<file path="config.mk">
export PLATFORM = sky130hd
export DESIGN_NAME = lpfs_ctrl
export DESIGN_NICKNAME = d
export VERILOG_FILES = /design/src/rtl/lpfs_pkg.sv /design/src/rtl/lpfs_ctrl.sv
export VERILOG_INCLUDE_DIRS = /design/src /design/src/rtl
export SDC_FILE = /design/constraint.sdc
export NUM_CORES = 1
export LEC_CHECK = 0
export BUFFER_PORTS_ARGS = -buffer_cell sky130_fd_sc_hd__buf_2
export CAP_MARGIN = 25
export CORE_AREA = 10 10 47 49
export CTS_BUF_LIST = sky130_fd_sc_hd__clkbuf_2
export CTS_CLUSTER_DIAMETER = 120
export DETAILED_ROUTE_END_ITERATION = 8
export DIE_AREA = 0 0 57 59
export HOLD_SLACK_MARGIN = 0.03
export PLACE_DENSITY = 0.48
export SETUP_SLACK_MARGIN = 0.3
export SLEW_MARGIN = 40
export SYNTH_ARGS = -nofsm -noshare
export SYNTH_HDL_FRONTEND = slang
export SYNTH_SLANG_ARGS = --single-unit
</file>
<file path="constraint.sdc">
create_clock -name clk -period 1.2 [get_ports clk]
set_clock_uncertainty 0.05 [all_clocks]
set_input_delay 0.12 -clock clk [delete_from_list [all_inputs] [get_ports clk]]
set_output_delay 0.12 -clock clk [all_outputs]
set_load 0.01 [all_outputs]
</file>
<file path="src/rtl/assert_macros.svh">
// Assertion helpers shared by lpfs_ctrl and lpfs_dp.
`ifndef ASSERT_MACROS_SVH
`define ASSERT_MACROS_SVH

// Property checked on every rising edge, held off while in reset.
`define ASSERT_CLK(lbl, clk, rst_n, prop, msg) \
    lbl: assert property (@(posedge clk) disable iff (!rst_n) prop) else $error(msg);

// Condition that must never be true outside reset.
`define ASSERT_NEVER(lbl, clk, rst_n, cond, msg) \
    `ASSERT_CLK(lbl, clk, rst_n, !(cond), msg)

`endif

</file>
<file path="src/rtl/lpfs_pkg.sv">
package lpfs_pkg;

    // Operation codes carried by func
    localparam logic FUNC_LOAD  = 1'b0;
    localparam logic FUNC_FETCH = 1'b1;

    // Number of line handles carried by one load beat
    localparam int LOAD_LINES = 3;

    typedef enum logic [2:0] {
        ST_IDLE,
        ST_DISPATCH,
        ST_SCAN,
        ST_SCAN_TAIL,
        ST_VICTIM,
        ST_WRITE,
        ST_DONE
    } state_t;

    // Controller to datapath
    typedef struct packed {
        logic capture;
        logic fetch_go;
        logic pick_free;
        logic start_scan;
        logic scan_rd;
        logic pick_victim;
        logic line_wr;
        logic out_load;
    } cmd_t;

    // Datapath to controller
    typedef struct packed {
        logic is_load;
        logic full;
        logic scan_last;
        logic line_last;
        logic out_free;
    } sts_t;

    // One result beat
    typedef struct packed {
        logic [7:0]  frame_out;
        logic [15:0] line_out;
        logic        line_valid;
        logic        evicted;
        logic [7:0]  victim_frame;
        logic        page_fault;
    } res_t;

endpackage

</file>
<file path="src/rtl/lpfs_ctrl.sv">
`include "assert_macros.svh"

module lpfs_ctrl (
    input  logic               clk,
    input  logic               rst_n,
    input  logic               req_valid,
    output logic               req_stall,
    input  lpfs_pkg::sts_t     sts,
    output lpfs_pkg::cmd_t     cmd
);

    lpfs_pkg::state_t state_reg;
    lpfs_pkg::state_t state_next;

    // State register
    always_ff @(posedge clk or negedge rst_n)
    begin
        if (!rst_n)
        begin
            state_reg <= lpfs_pkg::ST_IDLE;
        end
        else
        begin
            state_reg <= state_next;
        end
    end

    // Next state and commands
    always_comb
    begin
        state_next = state_reg;
        cmd        = '0;
        req_stall  = 1'b1;
        unique case (state_reg)
            lpfs_pkg::ST_IDLE:
            begin
                req_stall   = 1'b0;
                cmd.capture = req_valid;
                if (req_valid)
                begin
                    state_next = lpfs_pkg::ST_DISPATCH;
                end
            end
            lpfs_pkg::ST_DISPATCH:
            begin
                if (!sts.is_load)
                begin
                    cmd.fetch_go = 1'b1;
                    state_next   = lpfs_pkg::ST_DONE;
                end
                else if (!sts.full)
                begin
                    cmd.pick_free = 1'b1;
                    state_next    = lpfs_pkg::ST_WRITE;
                end
                else
                begin
                    cmd.start_scan = 1'b1;
                    state_next     = lpfs_pkg::ST_SCAN;
                end
            end
            lpfs_pkg::ST_SCAN:
            begin
                cmd.scan_rd = 1'b1;
                if (sts.scan_last)
                begin
                    state_next = lpfs_pkg::ST_SCAN_TAIL;
                end
            end
            lpfs_pkg::ST_SCAN_TAIL:
            begin
                // last stamp is compared at the end of this cycle
                state_next = lpfs_pkg::ST_VICTIM;
            end
            lpfs_pkg::ST_VICTIM:
            begin
                cmd.pick_victim = 1'b1;
                state_next      = lpfs_pkg::ST_WRITE;
            end
            lpfs_pkg::ST_WRITE:
            begin
                cmd.line_wr = 1'b1;
                if (sts.line_last)
                begin
                    state_next = lpfs_pkg::ST_DONE;
                end
            end
            lpfs_pkg::ST_DONE:
            begin
                if (sts.out_free)
                begin
                    cmd.out_load = 1'b1;
                    state_next   = lpfs_pkg::ST_IDLE;
                end
            end
            default:
            begin
                state_next = lpfs_pkg::ST_IDLE;
            end
        endcase
    end

    `ASSERT_CLK(a_accept_dispatch, clk, rst_n, (req_valid && !req_stall) |=> (state_reg == lpfs_pkg::ST_DISPATCH), "accepted beat not dispatched")
    `ASSERT_CLK(a_scan_ends, clk, rst_n, (state_reg == lpfs_pkg::ST_SCAN && sts.scan_last) |=> (state_reg == lpfs_pkg::ST_SCAN_TAIL), "scan overran last frame")

endmodule

</file>
; ---- Word-level counts from Yosys, hierarchy flattened
; Cells that the tools add are included.
[totals]
out_inout_bits = 9
wordCells = 32
regBits = 3
[op_classes]
n_reduce_logical = 2
muxes = 19
n_eq_ne = 10
[ops]
columns = cell, n
row1 = $mux W3, 7
row2 = $pmux W3 S7, 1
row3 = $mux W1, 10
row4 = $eq A3 B3 Y1 const B, 3
row5 = $ne A2 B2 Y1 const B, 4
row6 = $eq A3 B2 Y1 const B, 2
row7 = $reduce_and A4 Y1, 1
row8 = $eq A3 B1 Y1 const B, 1
row9 = $logic_not A3 Y1, 1
row10 = $mux W2, 1

; ---- Longest topological paths before layout
[logic_depth]
ltp_word = 3
mapped_depth = 3

; ---- Least setup slack after synthesis
; Ideal clock, no wire load.
[synth_path]
kind = register to output
from = reg state_reg[0]
to = out cmd[7] (netlist bit)
stages_incl_launch_ff = 3
arrival_ps = 1058
setup_slack_ps = -28
cell_sequence = dfrtp_1 -> or3_1 -> nor2_1
[synth_rtl]
columns = element, line
row1 = "start, declared", lpfs_ctrl.sv:12  ; lpfs_pkg::state_t state_reg;
row2 = "start signal, assigned", lpfs_ctrl.sv:20  ; state_reg <= lpfs_pkg::ST_IDLE;
row3 = "start signal, assigned", lpfs_ctrl.sv:24  ; state_reg <= state_next;
row4 = "end, declared", lpfs_ctrl.sv:9  ; output lpfs_pkg::cmd_t cmd

==> impl_summary.log <==
[metrics] TritonCTS Buffers: 3
[metrics] Detailed Route WL: 933 um
[metrics] first-pass iteration count of the detailed router: 4
[metrics] count of pins over their slew limit: 0
[metrics] post-synthesis cell type with the largest combined area: dfrtp_1
[metrics] ranking of synthesized cells by area: dfrtp_1, nand2b_1, nor2_1
[metrics] area of combinational cells with multiple inputs: 230 um^2
[metrics] Ports: 17
[metrics] type of origin of the critical path: flop
[metrics] half-perimeter wire length after placement: 679 um
[metrics] commonest cells after routing, fill and taps aside: buf_2, buf_4, nor2_4, clkbuf_2, buf_6
[metrics] part of the total power dissipated in sequential elements: 0.169
[metrics] actual transition at the worst max-transition pin: around 0.24 ns
[metrics] distinct cell type count after synthesis: 14
[metrics] detailed-route DRC error count: 0
[metrics] Final Hold Violating Endpoints: 0
[metrics] clock network power share: 0.110
[metrics] residual overflow from global routing: 0
[metrics] first-pass GRT wire length: between 1 and 1.5 mm
[metrics] number of violations reported at the end of detailed-routing iteration 0: 5
[metrics] Antenna Diode Count: 0
[metrics] ratio of routed vias to standard cells: 4.15
[metrics] number of flip-flops and latches in the synthesized netlist: 3
[metrics] Required @ worst endpoint: between 1 and 1.5 ns
[metrics] Post-Synthesis Cells: 32
[metrics] vias post-DR: between 300 and 400
[metrics] source-to-sink clock delay at the later pin of the worst-skew pair: about 0.20 ns
[metrics] run status: finished with violations
[metrics] number of flip-flops under the largest register name: 3
[metrics] net count reported at finish: 73
[metrics] GP Congestion: 0.684
[metrics] Crit Path Max Fanout: 4
[metrics] VDD IR-drop max: between 0.9 and 1 mV
[metrics] warning count from the yosys run: 0
[metrics] Root Driver: clkbuf_2
[metrics] sw power: 532 uW
[metrics] Overall Global Routing Usage: 0.0575
[metrics] sequential element share of the synthesized area: 0.337
[metrics] setup repair after global routing missed its margin: true
[metrics] arrival time reported for the critical path endpoint: between 1 and 1.5 ns
[metrics] post-synthesis cell area: 223 um^2
[metrics] sequential cell area: 77.6 um^2
[metrics] final routed wire length divided by cell count: 11.7 um
[metrics] failing checks: negative setup slack
[metrics] max-capacitance violation count: 0
[metrics] placeable core region: 1400 um^2
[metrics] top achievable clock speed: 725 MHz
[metrics] Bufs on Longest Clock Path: 2
[metrics] commonest non-fill, non-tap cell in the layout: buf_2
[metrics] clock sink count: 3
[metrics] Relative slew margins: 0.840
[metrics] leakage power: 0.000276 uW
[metrics] number of global-route vias before repair: 356
[metrics] switching part of the total: 0.418
[metrics] FILL cells: 150
[metrics] Die Width: 57 um
[metrics] setup slack after layout: -0.180 ns
[metrics] Layout Area Growth over Synthesis: 147%
[metrics] Total Negative Setup Slacks: -1.11 ns
[metrics] CTS HTree Levels: 1
[metrics] starting density of the core: 0.159
[metrics] pin count of the biggest net entering global routing: 6
[metrics] IO Port Bufs: 16
[metrics] final number of setup-violating endpoints: 9
[metrics] worst hold-check path type: in2reg
[metrics] antenna violations before repair: 0
[metrics] power density relative to cell area: approximately 2300 nW/um^2
[metrics] Period minus WS final: between 1 and 1.5 ns
[metrics] internal power: 742 uW
[metrics] share of the clock period used by the worst path after layout: 1.15
[metrics] Combinational Power Share: 0.721
[metrics] average cell area after synthesis: 6.96 um^2
[metrics] design area: 549 um^2
[metrics] class of the most critical setup path: reg2out
[metrics] fraction of post-synthesis cell area in the top cell type by area: 0.337
[metrics] fraction of layout instances using a drive strength above 1: 0.813
[metrics] die span in y: 59 um
[metrics] synthesized net count: 40
[metrics] placement-stage cell area: roughly 410 um^2
[metrics] Reg clk slew, reported paths: 0.04 ns
[metrics] count of nets left with antenna violations after detail routing: 0
[metrics] TritonCTS clock tree: done
[metrics] number of core rows: 14
[metrics] Critical Path Sink Type: primary output
[metrics] Die ar.: 3360 um^2
[power by group through the flow]
stage               clock (uW)  combinational (uW)  sequential, uW
floorplan                    0                 336             221
global placement             0                 614             217
detailed placement           0                 611             218
CTS                        152                 777             203
global route               161                 990             226
finish                     140                 918             216
[metrics by stage]
stage,setup WS (ns),instances,util,total power (uW),hold slack (ns)
after floorplan,0.0791,32,-,557,-0.226
after detailed placement,0.00758,69,0.291,829,-0.133
after global placement,0.0301,69,0.291,832,-0.132
after CTS,-0.189,77,0.350,1130,0.0814
final,-0.180,80,0.392,1270,0.0908
after global routing,-0.250,80,0.392,1380,0.0855
[routing by layer]
layer,GRT usage,part of all wire,up-vias
met2,0.101,0.61,6
met3,0.0258,0.056,0
met5,0,0,-
met1,0.0524,0.33,155
li1,-,-,171
met4,0.0403,0,0
[Yosys cell counts, drive strengths merged]
library cell	number
nand2	3
o21ai	3
o21bai	1
nor3	1
nor2	8
inv	3
dfrtp	3
or3	1
o311a	1
o22ai	1
o2bb2ai	1
a21oi	1
nand2b	5
[final timing paths]
path                           endpoint  slack, ns    startpoint  cells past startpoint
max                              cmd[7]      -0.18  state_reg[1]                      3
min                        state_reg[0]       0.09        sts[2]                      2
max reg2reg                state_reg[0]       0.03  state_reg[1]                      6
min reg2reg                state_reg[1]       0.62  state_reg[0]                      2
max in group asynchronous  state_reg[2]       0.80         rst_n                      2
min in group asynchronous  state_reg[1]       0.18         rst_n                      2
[area by class of cell]
type | instances | area share
sequential | 3 | 0.141
tap | 16 | 0.0364
multi-input combinational | 26 | 0.419
timing repair buffer | 28 | 0.346
clock buffer | 4 | 0.0364
inverter | 3 | 0.0205
[what timing repair did]
item / CTS / global route
pin swaps: 4 / 3
gates resized for setup: 11 / 8
hold buffers: 1 / 0
hold endpoints to repair: 3 / 0
endpoints found under the setup margin: 12 / 12
setup buffers: 3 / 3
[critical path: stages, from the launching register on]
cell     delay (ns)
dfrtp_1        0.40
or3_4          0.41
nor2_4         0.09
buf_6          0.10
[cells by family after synthesis]
logic type / Yosys count / share of synthesized area
buffers and inverters: 3 / 0.0506
AND/OR/NAND/NOR: 18 / 0.376
flip-flops: 3 / 0.337
AO/OA/AOI/OAI: 8 / 0.236
No activity file was read; power rests on OpenSTA's default activity.
